### config.mk
export PLATFORM = sky130hd
export DESIGN_NAME = tdpt_back_flat
export DESIGN_NICKNAME = d
export VERILOG_FILES = /design/src/hdl/tdpt_pkg.sv /design/src/hdl/tdpt_if.sv /design/src/hdl/tdpt_back.sv /design/src/flat_wrapper.sv
export VERILOG_INCLUDE_DIRS = /design/src /design/src/hdl
export SDC_FILE = /design/constraint.sdc
export NUM_CORES = 1
export LEC_CHECK = 0
export BUFFER_PORTS_ARGS = -buffer_cell sky130_fd_sc_hd__buf_2
export CORE_ASPECT_RATIO = 1.4
export CORE_UTILIZATION = 40
export CTS_BUF_LIST = sky130_fd_sc_hd__clkbuf_4
export DETAILED_ROUTE_END_ITERATION = 7
export SLEW_MARGIN = 10
export SYNTH_ARGS = -nofsm -noshare
export SYNTH_HDL_FRONTEND = slang
export SYNTH_SLANG_ARGS = --single-unit
export TNS_END_PERCENT = 100
### constraint.sdc
create_clock -name clk_i -period 3.3 [get_ports clk_i]
set_input_delay 0.165 -clock clk_i [delete_from_list [all_inputs] [get_ports clk_i]]
set_output_delay 0.165 -clock clk_i [all_outputs]
set_load 0.02 [all_outputs]
### src/hdl/trial_division_prime_test_assert.svh
// Assertion macros shared by the primality test modules.
`ifndef TRIAL_DIVISION_PRIME_TEST_ASSERT_SVH
`define TRIAL_DIVISION_PRIME_TEST_ASSERT_SVH

// Plain property checked at every clock edge outside reset.
`define TDPT_ASSERT(label, clk, rst_n, prop, msg) \
  label: assert property (@(posedge clk) disable iff (!rst_n) (prop)) else $error(msg);

// Implication checked in the same cycle.
`define TDPT_ASSERT_IMP(label, clk, rst_n, ante, cons, msg) \
  label: assert property (@(posedge clk) disable iff (!rst_n) (ante) |-> (cons)) \
    else $error(msg);

// Implication checked in the next cycle.
`define TDPT_ASSERT_NEXT(label, clk, rst_n, ante, cons, msg) \
  label: assert property (@(posedge clk) disable iff (!rst_n) (ante) |=> (cons)) \
    else $error(msg);

`endif

### src/hdl/tdpt_pkg.sv
// Shared types and constants of the trial division primality test.
`default_nettype none
package tdpt_pkg;

  localparam int unsigned CAND_W      = 32;
  localparam int unsigned COUNT_W     = 32;
  localparam int unsigned QUEUE_DEPTH = 2;

  // Class decided by the front end for each candidate.
  typedef enum logic [1:0] {
    CLS_NOT_PRIME,
    CLS_PRIME,
    CLS_TRIAL
  } cls_e;

  localparam int unsigned CLS_W = $bits(cls_e);

  // Status of the remainder unit towards the sequencer.
  typedef struct packed {
    logic done;
    logic zero;
  } rem_sts_t;

endpackage
`default_nettype wire

### src/hdl/tdpt_if.sv
// Stream interfaces for candidates in and verdicts out.
`default_nettype none


interface tdpt_res_if;
  logic                         valid;
  logic                         ready;
  logic                         is_prime;
  logic [tdpt_pkg::COUNT_W-1:0] primes_found;

  modport source (output valid, output is_prime, output primes_found, input ready);
  modport sink   (input valid, input is_prime, input primes_found, output ready);
endinterface
`default_nettype wire

### src/hdl/tdpt_back.sv
// Sequencer: runs the divisor loop, keeps the prime count and holds the result beat.
`default_nettype none
`include "trial_division_prime_test_assert.svh"
module tdpt_back #(
  parameter int unsigned NW = 32
) (
  input  logic               clk_i,
  input  logic               rst_ni,
  input  logic               q_valid_i,
  input  logic [NW-1:0]      q_num_i,
  input  tdpt_pkg::cls_e     q_cls_i,
  output logic               q_pop_o,
  output logic               rem_start_o,
  output logic [NW-1:0]      rem_dividend_o,
  output logic [NW-1:0]      rem_divisor_o,
  input  tdpt_pkg::rem_sts_t rem_sts_i,
  tdpt_res_if.source         res_o
);
  import tdpt_pkg::*;

  typedef enum logic [1:0] {
    ST_IDLE,
    ST_CHECK,
    ST_DIVIDE,
    ST_FINISH
  } state_e;

  state_e             state_q;
  logic [NW-1:0]      num_q, div_q;
  logic [NW:0]        sq_q;
  logic               prime_q;
  logic [COUNT_W-1:0] count_q, count_d;
  logic               out_valid_q, out_prime_q;
  logic [COUNT_W-1:0] out_count_q;
  logic               out_free, out_load, past_root;

  assign q_pop_o        = (state_q == ST_IDLE) && q_valid_i;
  assign out_free       = !out_valid_q || res_o.ready;
  assign out_load       = (state_q == ST_FINISH) && out_free;
  // sq_q tracks the square of the current divisor.
  assign past_root      = (sq_q > {1'b0, num_q});
  assign rem_start_o    = (state_q == ST_CHECK) && !past_root;
  assign rem_dividend_o = num_q;
  assign rem_divisor_o  = div_q;
  assign count_d        = (prime_q && (count_q != '1)) ? count_q + COUNT_W'(1) : count_q;

  always_ff @(posedge clk_i or negedge rst_ni) begin
    if (!rst_ni) begin
      state_q     <= ST_IDLE;
      num_q       <= '0;
      div_q       <= '0;
      sq_q        <= '0;
      prime_q     <= 1'b0;
      count_q     <= '0;
      out_valid_q <= 1'b0;
      out_prime_q <= 1'b0;
      out_count_q <= '0;
    end else begin
      if (out_load) begin
        out_valid_q <= 1'b1;
        out_prime_q <= prime_q;
        out_count_q <= count_d;
        count_q     <= count_d;
      end else if (res_o.ready) begin
        out_valid_q <= 1'b0;
      end
      unique case (state_q)
        ST_IDLE: begin
          if (q_valid_i) begin
            num_q   <= q_num_i;
            div_q   <= NW'(2);
            sq_q    <= (NW + 1)'(4);
            prime_q <= (q_cls_i == CLS_PRIME);
            state_q <= (q_cls_i == CLS_TRIAL) ? ST_CHECK : ST_FINISH;
          end
        end
        ST_CHECK: begin
          if (past_root) begin
            prime_q <= 1'b1;
            state_q <= ST_FINISH;
          end else begin
            state_q <= ST_DIVIDE;
          end
        end
        ST_DIVIDE: begin
          if (rem_sts_i.done) begin
            if (rem_sts_i.zero) begin
              prime_q <= 1'b0;
              state_q <= ST_FINISH;
            end else begin
              // (d+1)^2 = d^2 + 2d + 1
              sq_q    <= sq_q + {div_q, 1'b1};
              div_q   <= div_q + NW'(1);
              state_q <= ST_CHECK;
            end
          end
        end
        ST_FINISH: begin
          if (out_free) begin
            state_q <= ST_IDLE;
          end
        end
        default: begin
          state_q <= ST_IDLE;
        end
      endcase
    end
  end

  assign res_o.valid        = out_valid_q;
  assign res_o.is_prime     = out_prime_q;
  assign res_o.primes_found = out_count_q;

  `TDPT_ASSERT_NEXT(a_count_mono, clk_i, rst_ni, 1'b1, count_q >= $past(count_q), "count fell")
  `TDPT_ASSERT_IMP(a_done_in_divide, clk_i, rst_ni, rem_sts_i.done, state_q == ST_DIVIDE, "stray remainder")

endmodule
`default_nettype wire

### src/flat_wrapper.sv
// flat-port wrapper written by rule: the top's interface ports become plain ports
module tdpt_back_flat import tdpt_pkg::*;
#(
  parameter int unsigned NW = 32
)
  (clk_i, rst_ni, q_valid_i, q_num_i, q_cls_i, q_pop_o, rem_start_o, rem_dividend_o, rem_divisor_o, rem_sts_i, res_o_valid, res_o_is_prime, res_o_primes_found, res_o_ready);
  tdpt_res_if res_o_i ();
  input  logic clk_i;
  input  logic rst_ni;
  input  logic q_valid_i;
  input  logic [NW-1:0] q_num_i;
  input  tdpt_pkg::cls_e q_cls_i;
  output logic q_pop_o;
  output logic rem_start_o;
  output logic [NW-1:0] rem_dividend_o;
  output logic [NW-1:0] rem_divisor_o;
  input  tdpt_pkg::rem_sts_t rem_sts_i;
  output wire logic [$bits(res_o_i.valid)-1:0] res_o_valid;
  output wire logic [$bits(res_o_i.is_prime)-1:0] res_o_is_prime;
  output wire logic [$bits(res_o_i.primes_found)-1:0] res_o_primes_found;
  input wire logic [$bits(res_o_i.ready)-1:0] res_o_ready;
  assign res_o_valid = res_o_i.valid;
  assign res_o_is_prime = res_o_i.is_prime;
  assign res_o_primes_found = res_o_i.primes_found;
  assign res_o_i.ready = res_o_ready;
  tdpt_back #(.NW(NW)) u_core (.clk_i(clk_i), .rst_ni(rst_ni), .q_valid_i(q_valid_i), .q_num_i(q_num_i), .q_cls_i(q_cls_i), .q_pop_o(q_pop_o), .rem_start_o(rem_start_o), .rem_dividend_o(rem_dividend_o), .rem_divisor_o(rem_divisor_o), .rem_sts_i(rem_sts_i), .res_o(res_o_i));
endmodule
==> results of run 1 <==
## layout make-up
| cell class | count | share of cell area (%) |
|---|---|---|
| clock buffer | 17 | 1.290 |
| tap | 252 | 3.187 |
| sequential | 134 | 33.89 |
| clock inverter | 15 | 1.631 |
| multi-input combinational | 673 | 45.78 |
| inverter | 53 | 2.011 |
| timing repair buffer | 192 | 12.18 |
| antenna | 1 | 0.02529 |
## Yosys cell counts, types with 7 or more instances
cell                         n
sky130_fd_sc_hd__and4_1     11
sky130_fd_sc_hd__nand2_1   108
sky130_fd_sc_hd__inv_1      52
sky130_fd_sc_hd__and2_1      7
sky130_fd_sc_hd__xor2_1     34
sky130_fd_sc_hd__nor3_1     11
sky130_fd_sc_hd__nand3_1    28
sky130_fd_sc_hd__a21o_1     30
sky130_fd_sc_hd__and3_1     13
sky130_fd_sc_hd__clkbuf_1   22
sky130_fd_sc_hd__o21ai_0    72
sky130_fd_sc_hd__nor2_1     66
sky130_fd_sc_hd__a21oi_1    41
sky130_fd_sc_hd__dfrtp_1   134
sky130_fd_sc_hd__or3_1       8
sky130_fd_sc_hd__a211oi_1    9
sky130_fd_sc_hd__nand4_1    23
sky130_fd_sc_hd__xnor2_1    47
sky130_fd_sc_hd__o21a_1      7
sky130_fd_sc_hd__ha_1       70
## state kept, by name (all words and copies together) (netlist names)
| signal | cells |
|---|---|
| u_core.sq_q | 33 |
| u_core.res_o.is_prime | 1 |
| u_core.prime_q | 1 |
| u_core.res_o.primes_found | 32 |
| u_core.state_q | 2 |
| u_core.rem_dividend_o | 32 |
| u_core.res_o.valid | 1 |
| u_core.rem_divisor_o | 32 |
## placed cells by master, fill, tap and decap left out, drive strengths merged, types with 4 or more instances in the layout
cell,netlist,final
o21a,7,7
a31oi,6,6
nor3,13,13
clkinvlp,0,5
dlygate4sd3,0,37
a22o,5,5
dfrtp,134,134
xor2,34,34
o21ai,78,78
a211o,5,5
or3,8,8
nand4,24,24
a21o,32,32
buf,0,155
inv,53,54
nand3,28,28
xnor2,47,47
clkbuf,22,17
a21oi,41,41
nor2,66,66
ha,70,70
and2,7,7
nand2,108,108
clkinv,0,6
a211oi,10,10
and3,13,13
and4,13,13
o21bai,4,4
o211ai,5,5
## critical path: stages (launching register included)
cell and delay, ps:
sky130_fd_sc_hd__dfrtp_1 470, sky130_fd_sc_hd__ha_1 400, sky130_fd_sc_hd__a21oi_1 170, sky130_fd_sc_hd__o21ai_1 110, sky130_fd_sc_hd__a221oi_1 350, sky130_fd_sc_hd__o21a_1 220
sky130_fd_sc_hd__o21ai_1 160, sky130_fd_sc_hd__a2111oi_0 570, sky130_fd_sc_hd__nor4_1 100, sky130_fd_sc_hd__a211o_1 280
## routing by layer
layer	wire, µm	global-route usage, %
met5	0	0
met2	10490	35.37
met3	783	4.033
met4	639	9.279
met1	9638	27.50
## per-stage QoR
step	power (mW)	area [µm²]	cells	utilization, %	hold WS (ps)
2_1_floorplan	3.759	8162	882	-	-130.6
3_3_place_gp	4.563	9231	1267	46.34	253.6
3_5_place_dp	4.598	9231	1267	46.34	259.0
4_1_cts	5.825	9891	1336	49.65	27.20
5_1_grt	6.201	9893	1337	49.66	86.05
6_report	5.732	9893	1337	49.66	99.08
## repair_timing
action / 4_1_cts / 5_1_grt
buffers inserted: 0 / 0
hold buffers: 37 / 0
hold endpoints to repair: 112 / 0
## kinds of logic after synthesis
| group | Yosys count |
|---|---|
| multiplexers | 3 |
| XOR/XNOR | 81 |
| AO/OA/AOI/OAI | 218 |
| AND/OR/NAND/NOR | 300 |
| flip-flops | 134 |
| buffers and inverters | 75 |
| adder cells (fa/ha/maj) | 71 |
## power by group through the flow
stage	clock, mW	sequential [mW]	combinational (mW)
after floorplan	0	2.50	1.26
after global placement	0	2.21	2.35
after detailed placement	0	2.22	2.38
after CTS	1.19	2.19	2.44
after global routing	1.27	2.23	2.71
final	1.14	2.19	2.41
## how the worst max path moves through the flow
stage                                                from                     endpoint  cells after the start
finish                u_core.rem_divisor_o[9]$_DFFE_PN0P_  u_core.sq_q[29]$_DFFE_PN0P_                      9
global route          u_core.rem_divisor_o[9]$_DFFE_PN0P_  u_core.sq_q[29]$_DFFE_PN0P_                      9
CTS                 u_core.rem_dividend_o[16]$_DFFE_PN0P_                  rem_start_o                     11
detailed placement    u_core.rem_divisor_o[9]$_DFFE_PN0P_  u_core.sq_q[29]$_DFFE_PN0P_                      9
global placement      u_core.rem_divisor_o[9]$_DFFE_PN0P_  u_core.sq_q[29]$_DFFE_PN0P_                      9
floorplan             u_core.rem_divisor_o[9]$_DFFE_PN0P_  u_core.sq_q[29]$_DFFE_PN0P_                      9
==> impl_metrics.py, run 1 <==
metrics = {
    "setup_path": {
        "worstReg2RegEnd": "u_core.sq_q[29]$_DFFE_PN0P_",
        "setup.worst_path.end_class": "flip-flop",
        "startpoint_of_the_lowest_slack_register_to_register_path": "u_core.rem_divisor_o[9]$_DFFE_PN0P_",
        "worstSetupStartpointType": "flip-flop",
        "worst_ep_arrival_time_ps": 3390,
        "crit_type": "reg2reg",
        "worstPathMaxFanout": 7,
        "depth_of_the_worst_register_to_register_path": 9,
        "setup.reg_to_reg.worst_slack_ps": 360,
        "timing.critical_path.required_ps": 3750,
    },
    "placement": {
        "gp_congestion": 0.8890,
        "port_buffers": 139,
        "detailedPlace.worstSlack_ps": 401.1,
        "hpwlAfterDp_mm": 16.07,
    },
    "global_routing": {
        "grt_antenna_before_repair": 1,
        "globalRouteOverflowTotal": 0,
        "grt_pass1_wl_mm": 34.58,
        "grt_pass1_vias": 6759,
        "grt_usage_pct": 21.59,
        "pin_count_of_the_biggest_net_entering_global_routing": 79,
    },
    "power": {
        "switch_pwr_mw": 2.404,
        "p_clk_share_pct": 19.9,
        "seq_power_share_pct": 38.1,
        "pwr_density_cell_mw_per_mm2": 579.4,
        "power.share.switching_pct": 41.95,
        "max-vdd-ir-drop_uv": 243.2,
        "power_frac_comb_pct": 42.0,
        "internal_power_mw": 3.327,
        "p_leak_nw": 5.076,
    },
    "clocking": {
        "clock_latency_ps": 560,
        "cts_sinks": 134,
        "clockRootBuffer": "sky130_fd_sc_hd__clkbuf_4",
        "clk_path_buf_depth": 2,
        "clk_pin_slew_ps": 120,
        "cts_tree": "built",
        "cts_resized": 0,
        "cts-buffers-inserted": 17,
        "cts_max_level": 4,
    },
    "finish": {
        "syn_to_final_growth_pct": 21.22,
        "seq_area_mm2": 0.003353,
        "fillers": 1887,
        "layout-drive-gt1-share_pct": 18.73,
        "design.final.nets": 1182,
        "multi_input_area_mm2": 0.004529,
    },
    "floorplan": {
        "core_area_mm2": 0.01992,
        "die_ar_mm2": 0.02099,
        "boundaryPins": 140,
        "starting_utilization_of_the_core_area_pct": 40.97,
        "die_y_um": 171.0,
        "fp-row-count": 61,
        "die_w_um": 122.7,
    },
    "timing": {
        "period_needed_ps": 2939,
        "finalMaxSlewViolations": 0,
        "final_setup_vio_count": 0,
        "timing.clock.skew_ps": 17.62,
        "post-route-worst-setup-slack_ps": 361.1,
        "timing.max_slew.rel_slack_pct": 50.80,
        "timing.final.hold_violations": 0,
        "rsz0062_at_grt": "false",
        "totalNegativeSetupSlack_ps": 0,
        "achievable-frequency_mhz": 340.3,
        "worst_slew_pin_slew_ps": 738.0,
        "finalCritPeriodShare_pct": 89.06,
    },
    "worst_hold_path": {
        "min_to": "u_core.prime_q$_DFFE_PN0P_",
        "min_delay_path_depth": 5,
        "worstHoldStart": "rem_sts_i[0]",
        "hp-class": "in2reg",
    },
    "logic_synthesis": {
        "synthesis.yosys.warnings": 0,
        "yosysSeqAreaShare_pct": 41.09,
        "leading_cell_types_by_total_area_after_synthesis": "sky130_fd_sc_hd__dfrtp_1, sky130_fd_sc_hd__ha_1, sky130_fd_sc_hd__xnor2_1",
        "synth_xor_xnor_area_share_pct": 8.692,
        "post-synth-top-area-fraction_pct": 41.09,
        "synth_top_family_by_area": "simple AND/OR/NAND/NOR gates",
        "syn-instance-count": 882,
        "synth_edf_count": 0,
        "post_synthesis_sequential_element_count": 134,
        "simple_gate_share_of_the_synthesized_area_pct": 18.21,
        "synth_area_in_compound_gates_pct": 17.19,
        "distinct_cell_type_count_of_the_synthesized_netlist": 66,
        "avgSynthCellArea_um2": 9.253,
        "synthAdderAreaFrac_pct": 10.98,
        "synth.net_count": 993,
        "muxShareOfSynthArea_pct": 0.3986,
        "netlist.top_cell.by_area": "sky130_fd_sc_hd__dfrtp_1",
        "synth_top_flop_cell": "sky130_fd_sc_hd__dfrtp_1",
        "cell_area_after_technology_mapping_mm2": 0.008162,
        "async_reset_ff_share_pct": 100.0,
    },
    "routing": {
        "drt_first_pass_iters": 5,
        "via_to_cell_ratio": 5.254,
        "drt_wl_total_mm": 21.55,
        "drt_first_iter_violations": 333,
        "num_vias": 7024,
        "final_antenna_net_count": 0,
        "wl_per_cell_um": 16.12,
        "route.detailed.drc": 0,
    },
    "flow_run": {
        "timing.max_cap.violations": 0,
    },
    "run_status": {
        "outcome": "completed",
    },
}
(Power assumes the default switching activity.)
==> run 2: changes to the inputs <==
--- a/config.mk
+++ b/config.mk
@@ -12,4 +12,5 @@
 export CTS_BUF_LIST = sky130_fd_sc_hd__clkbuf_4
 export DETAILED_ROUTE_END_ITERATION = 7
+export RECOVER_POWER = 50
 export SLEW_MARGIN = 10
 export SYNTH_ARGS = -nofsm -noshare
==> constraint.sdc (replaced) <==
create_clock -name clk_i -period 3.3 [get_ports clk_i]
set_input_delay 0.33 -clock clk_i [delete_from_list [all_inputs] [get_ports clk_i]]
set_output_delay 0.33 -clock clk_i [all_outputs]
set_load 0.02 [all_outputs]
==> run 2 against run 1 <==
The run now ends with max-capacitance violations, max-slew violations left; cell count decreased by 0.30%; sequential power about the same; flip-flop and latch count unchanged; fmax decreased by 6.4%; wire length about the same; clock-buffer cell count unchanged; die area unchanged; first-iteration DRC count decreased by 11%; non-clock buffer count decreased by 4; critical path depth increased by 1; worst setup slack got worse by 200 ps; sequential share of layout area increased by 0.077 points; largest power group unchanged.
==> impl_metrics.py, run 2 (synthesis gave the netlist of run 1 again) <==
metrics = {
    "run_status": {
        "outcome": "finished, violations left",
        "violations": "max-capacitance violations, max-slew violations",
    },
    "finish": {
        "syn_to_final_growth_pct": 20.94,
        "register_bank_with_the_most_flops": "u_core.sq_q",
        "most_frequent_standard_cell_in_the_layout_excluding_fill_and_tap_cells": "sky130_fd_sc_hd__dfrtp_1",
        "number_of_flip_flops_under_the_largest_register_name": 33,
        "layout-drive-gt1-share_pct": 15.65,
        "design.final.nets": 1178,
        "layout_common_cells": "sky130_fd_sc_hd__dfrtp_1, sky130_fd_sc_hd__nand2_1, sky130_fd_sc_hd__buf_2, sky130_fd_sc_hd__o21ai_0, sky130_fd_sc_hd__ha_1",
        "layoutNonFillerInstCount": 1333,
        "finish.instance_area_mm2": 0.009871,
        "layout.core_utilization_pct": 49.55,
    },
    "clocking": {
        "clock_latency_ps": 560,
        "clk_pin_slew_ps": 110,
        "cts_sinks": 134,
        "cts_tree": "built",
        "cts_max_level": 4,
        "clockRootBuffer": "sky130_fd_sc_hd__clkbuf_4",
        "cts-buffers-inserted": 17,
        "clk_path_buf_depth": 2,
    },
    "setup_path": {
        "worstPathMaxFanout": 3,
        "crit_path_from": "u_core.sq_q[14]$_DFFE_PN0P_",
        "worstSetupStartpointType": "flip-flop",
        "timing.critical_path.required_ps": 2970,
        "setup.worst_path.end_class": "primary output",
        "startpoint_of_the_lowest_slack_register_to_register_path": "u_core.rem_divisor_o[9]$_DFFE_PN0P_",
        "crit_type": "reg2out",
        "worst_ep_arrival_time_ps": 2810,
    },
    "timing": {
        "totalNegativeSetupSlack_ps": 0,
        "finalMaxSlewViolations": 94,
        "hold_slack_ps": 37.66,
        "achievable-frequency_mhz": 318.6,
        "timing.max_slew.rel_slack_pct": -61.98,
        "period_needed_ps": 3139,
        "worst_slew_pin_slew_ps": 2430,
        "final_setup_vio_count": 0,
        "timing.final.hold_violations": 0,
        "rsz0062_at_grt": "false",
        "timing.clock.skew_ps": 18.49,
        "finalCritPeriodShare_pct": 95.12,
    },
    "routing": {
        "drt_first_pass_iters": 5,
        "final_antenna_net_count": 0,
        "num_vias": 7040,
        "met1_length_mm": 9.359,
        "highest-signal-layer": "met4",
        "drt_wl_total_mm": 21.54,
        "met2RoutedLength_mm": 10.67,
        "met3_wirelength_mm": 1.108,
        "via_to_cell_ratio": 5.281,
        "wl_per_cell_um": 16.16,
        "drt_first_iter_violations": 298,
        "route.detailed.drc": 0,
    },
    "global_routing": {
        "grt_usage_pct": 21.29,
        "grt_pass1_wl_mm": 34.51,
        "globalRouteOverflowTotal": 0,
        "grt_antenna_before_repair": 1,
        "pin_count_of_the_biggest_net_entering_global_routing": 95,
        "grt_pass1_vias": 6882,
    },
    "power": {
        "seq_power_share_pct": 38.1,
        "power.share.switching_pct": 42.13,
        "switch_pwr_mw": 2.435,
        "p_leak_nw": 4.923,
        "pwr_density_cell_mw_per_mm2": 585.6,
        "max-vdd-ir-drop_uv": 222.8,
        "power_frac_comb_pct": 40.7,
        "p_clk_share_pct": 21.2,
        "internal_power_mw": 3.345,
    },
    "floorplan": {
        "die_y_um": 171.0,
        "die_ar_mm2": 0.02099,
        "boundaryPins": 140,
        "core_area_mm2": 0.01992,
        "starting_utilization_of_the_core_area_pct": 40.97,
        "die_w_um": 122.7,
        "fp-row-count": 61,
    },
    "placement": {
        "dpl-instance-area_mm2": 0.009236,
        "hpwlAfterDp_mm": 16.05,
        "port_buffers": 139,
        "placed_cells_incl_taps": 1266,
        "gp_congestion": 0.8582,
    },
    "worst_hold_path": {
        "hp-class": "in2reg",
        "worstHoldStart": "q_num_i[20]",
    },
    "flow_run": {
        "timing.max_cap.violations": 1,
    },
}
run 2: cell types whose count changed in the layout (fill, tap and decap cells not counted), sizes merged:
| cell | change |
|---|---|
| clkbuf | +48 |
| buf | -46 |
| dlygate4sd3 | -6 |
| clkinvlp | -3 |
| clkinv | +2 |
| bufinv | +1 |
run 2: critical path, stage by stage (launching register included):
cell and delay, ps:
sky130_fd_sc_hd__dfrtp_1 460, sky130_fd_sc_hd__ha_4 300, sky130_fd_sc_hd__nand4_1 170, sky130_fd_sc_hd__nor4_1 320, sky130_fd_sc_hd__buf_4 180, sky130_fd_sc_hd__nand3_2 90, sky130_fd_sc_hd__o221ai_2 210, sky130_fd_sc_hd__a21oi_1 60
sky130_fd_sc_hd__a21bo_2 240, sky130_fd_sc_hd__a21oi_1 80, sky130_fd_sc_hd__buf_4 170
run 2: area by class of cell:
cell class / instances / area, µm²
tap: 252 / 315.3
fill: 1939 / 10050
clock buffer: 17 / 127.6
clock inverter: 15 / 185.2
multi-input combinational: 673 / 4578
timing repair buffer: 188 / 1110
sequential: 134 / 3353
antenna: 1 / 2.502
inverter: 53 / 198.9
run 2: path summary, 6_finish.rpt:
kind | endpoint | slack, ps | cells after the start
min reg2reg | u_core.res_o.primes_found[11]$_DFFE_PN0P_ | 500 | 1
min | u_core.rem_dividend_o[20]$_DFFE_PN0P_ | 40 | 3
max | rem_start_o | 160 | 10
max reg2reg | u_core.sq_q[29]$_DFFE_PN0P_ | 290 | 9
min in group asynchronous | u_core.res_o.primes_found[8]$_DFFE_PN0P_ | 1020 | 2
max in group asynchronous | u_core.rem_divisor_o[17]$_DFFE_PN0P_ | 850 | 2
run 2: stage by stage:
stage	total power, mW	setup WS (ps)
3_3_place_gp	4.553	414.5
6_report	5.780	161.2
5_1_grt	6.218	6.631
3_5_place_dp	4.597	379.1
4_1_cts	5.868	92.78
2_1_floorplan	3.759	619.1
run 2: power groups by stage:
stage / combinational (mW) / sequential [mW] / clock [mW]
after detailed placement: 2.37 / 2.23 / 0
after floorplan: 1.26 / 2.50 / 0
after global placement: 2.34 / 2.21 / 0
final: 2.35 / 2.20 / 1.22
after CTS: 2.41 / 2.19 / 1.26
after global routing: 2.64 / 2.24 / 1.33
run 2: what timing repair did:
item                                    4_1_cts  5_1_grt
endpoints found under the setup margin        0        1
setup buffers                                 0        3
hold buffers                                 31        0
endpoints found under the hold margin       123        0
gates resized for setup                       0       10
run 2: layer usage:
layer | global-route usage [%] | vias to the layer above
met5 | 0 | -
met4 | 8.059 | 0
met1 | 26.80 | 3336
li1 | - | 3511
met2 | 35.88 | 170
met3 | 3.800 | 23
==> run 3: changes to the inputs <==
Settings changed: HOLD_SLACK_MARGIN set to 0.02, MAX_ROUTING_LAYER set to met4.
==> run 3 against run 2 <==
The run still ends with max-capacitance violations, max-slew violations left; global-route usage grew 0.69 points; clock-buffer cell count unchanged; clock power about the same; first-iteration DRC count rose by 3.7%; fmax grew 0.21%; non-clock buffer count is 2 higher; sequential power hardly changed; register-to-register slack barely moved; flip-flop and latch count unchanged; core utilization increased by 0.11 points; worst setup slack improved by 6.6 ps.
==> impl_metrics.py, run 3 (synthesis gave the netlist of run 1 again) <==
metrics = {
    "run_status": {
        "outcome": "finished, violations left",
        "violations": "max-capacitance violations, max-slew violations",
    },
    "timing": {
        "timing.final.hold_violations": 0,
        "period_needed_ps": 3132,
        "timing.clock.skew_ps": 17.83,
        "timing.max_slew.rel_slack_pct": -65.11,
        "totalNegativeSetupSlack_ps": 0,
        "achievable-frequency_mhz": 319.3,
        "final_setup_vio_count": 0,
        "worst_slew_pin_slew_ps": 2477,
        "finalCritPeriodShare_pct": 94.92,
        "finalMaxSlewViolations": 94,
    },
    "clocking": {
        "clk_pin_slew_ps": 120,
        "cts_max_level": 4,
        "cts_tree": "built",
        "clk_path_buf_depth": 2,
        "cts-buffers-inserted": 17,
        "cts_sinks": 134,
        "clock_latency_ps": 560,
        "clockRootBuffer": "sky130_fd_sc_hd__clkbuf_4",
    },
    "global_routing": {
        "global_route.usage.met1_pct": 27.00,
        "top_usage_layer": "met2",
        "grt_use_met2_pct": 35.96,
        "grt_pass1_wl_mm": 34.57,
        "grt_usage_pct": 21.98,
        "pin_count_of_the_biggest_net_entering_global_routing": 95,
        "globalRouteOverflowTotal": 0,
        "use_met3_pct": 3.733,
        "grt_antenna_before_repair": 1,
        "grt_pass1_vias": 6876,
    },
    "routing": {
        "drt_first_pass_iters": 5,
        "via_to_cell_ratio": 5.283,
        "wl_per_cell_um": 16.16,
        "final_antenna_net_count": 0,
        "drt_wl_total_mm": 21.57,
        "drt_first_iter_violations": 309,
        "route.detailed.drc": 0,
        "num_vias": 7053,
    },
    "finish": {
        "most_frequent_standard_cell_in_the_layout_excluding_fill_and_tap_cells": "sky130_fd_sc_hd__dfrtp_1",
        "number_of_flip_flops_under_the_largest_register_name": 33,
        "syn_to_final_growth_pct": 21.20,
        "register_bank_with_the_most_flops": "u_core.sq_q",
        "layout-drive-gt1-share_pct": 15.71,
        "layout.core_utilization_pct": 49.66,
        "layout_common_cells": "sky130_fd_sc_hd__dfrtp_1, sky130_fd_sc_hd__nand2_1, sky130_fd_sc_hd__buf_2, sky130_fd_sc_hd__o21ai_0, sky130_fd_sc_hd__ha_1",
        "design.final.nets": 1180,
    },
    "floorplan": {
        "die_w_um": 122.7,
        "starting_utilization_of_the_core_area_pct": 40.97,
        "fp-row-count": 61,
        "die_y_um": 171.0,
        "boundaryPins": 140,
        "die_ar_mm2": 0.02099,
        "core_area_mm2": 0.01992,
    },
    "power": {
        "max-vdd-ir-drop_uv": 222.1,
        "p_leak_nw": 4.936,
        "power.total_mw": 5.783,
        "pwr_density_cell_mw_per_mm2": 584.6,
    },
    "worst_hold_path": {
        "min_delay_path_depth": 3,
        "hp-class": "in2reg",
    },
    "setup_path": {
        "setup.reg_to_reg.worst_slack_ps": 280,
        "crit_path_from": "u_core.sq_q[14]$_DFFE_PN0P_",
        "depth_of_the_worst_register_to_register_path": 9,
        "worstPathMaxFanout": 3,
        "crit_type": "reg2out",
        "startpoint_of_the_lowest_slack_register_to_register_path": "u_core.rem_divisor_o[9]$_DFFE_PN0P_",
        "worstReg2RegEnd": "u_core.sq_q[29]$_DFFE_PN0P_",
        "setup.worst_path.end_class": "primary output",
        "worst_ep_arrival_time_ps": 2800,
        "endpoint": "rem_start_o",
        "worstSetupStartpointType": "flip-flop",
        "timing.critical_path.required_ps": 2970,
    },
    "placement": {
        "port_buffers": 139,
        "gp_congestion": 0.8720,
        "hpwlAfterDp_mm": 16.05,
    },
    "flow_run": {
        "timing.max_cap.violations": 1,
    },
}
run 3: cell types whose count changed in the layout (fill, tap and decap cells not counted), sizes merged:
cell and change:
dlygate4sd3 +2, buf +1, clkbuf -1
run 3: what timing repair did:
action / in CTS / in global routing
resized for setup: 0 / 10
hold buffers: 33 / 0
endpoints found under the hold margin: 125 / 0
buffers inserted: 0 / 3
endpoints found under the setup margin: 0 / 1
run 3: cell type report:
cell class / instances / area [µm²]
Clock inverter: 15 / 185.2
Fill cell: 1939 / 10030
Multi-Input combinational cell: 673 / 4578
Sequential cell: 134 / 3353
Inverter: 53 / 198.9
Tap cell: 252 / 315.3
Timing Repair Buffer: 190 / 1131
Antenna cell: 1 / 2.502
Clock buffer: 17 / 127.6
run 3: per-layer routing:
| metal | part of all wire [%] | routed length [µm] |
|---|---|---|
| met4 | 2.1 | 445 |
| met5 | 0 | 0 |
| met2 | 49 | 10630 |
| met3 | 4.8 | 1029 |
| met1 | 44 | 9470 |
run 3: critical path, stage by stage (launching register included):
cell and delay (ps):
sky130_fd_sc_hd__dfrtp_1 450, sky130_fd_sc_hd__ha_4 290, sky130_fd_sc_hd__nand4_1 170, sky130_fd_sc_hd__nor4_1 320
sky130_fd_sc_hd__buf_4 180, sky130_fd_sc_hd__nand3_2 80, sky130_fd_sc_hd__o221ai_2 210, sky130_fd_sc_hd__a21oi_1 60
sky130_fd_sc_hd__a21bo_2 240, sky130_fd_sc_hd__a21oi_1 80, sky130_fd_sc_hd__buf_4 170
run 3: where the power goes:
group          internal [mW]  switching [mW]  leakage [nW]  total [mW]
Clock                  0.592           0.626         0.166        1.22
Sequential              1.95           0.253          1.79        2.21
Combinational          0.803            1.56          2.97        2.36
Total                   3.35            2.44          4.94        5.78
run 3: through the flow:
step	std cells	worst slack (ps)	hold slack [ps]	instance area (µm²)
6_report	1335	167.7	125.0	9892
5_1_grt	1335	-0.1545	84.95	9892
4_1_cts	1331	92.78	86.08	9879
3_5_place_dp	1266	379.1	479.9	9236
3_3_place_gp	1266	414.5	472.1	9236
2_1_floorplan	882	619.1	34.41	8162
run 3: worst min-delay path by stage:
| stage | from | end | slack [ps] |
|---|---|---|---|
| 2_1_floorplan | rst_ni | u_core.prime_q$_DFFE_PN0P_ | 30 |
| 3_3_place_gp | u_core.res_o.primes_found[11]$_DFFE_PN0P_ | u_core.res_o.primes_found[11]$_DFFE_PN0P_ | 470 |
| 3_5_place_dp | u_core.res_o.primes_found[30]$_DFFE_PN0P_ | u_core.res_o.primes_found[30]$_DFFE_PN0P_ | 480 |
| 4_1_cts | q_cls_i[1] | u_core.state_q[1]$_DFFE_PN0P_ | 90 |
| 5_1_grt | q_cls_i[1] | u_core.state_q[1]$_DFFE_PN0P_ | 80 |
| 6_report | q_cls_i[1] | u_core.state_q[1]$_DFFE_PN0P_ | 120 |
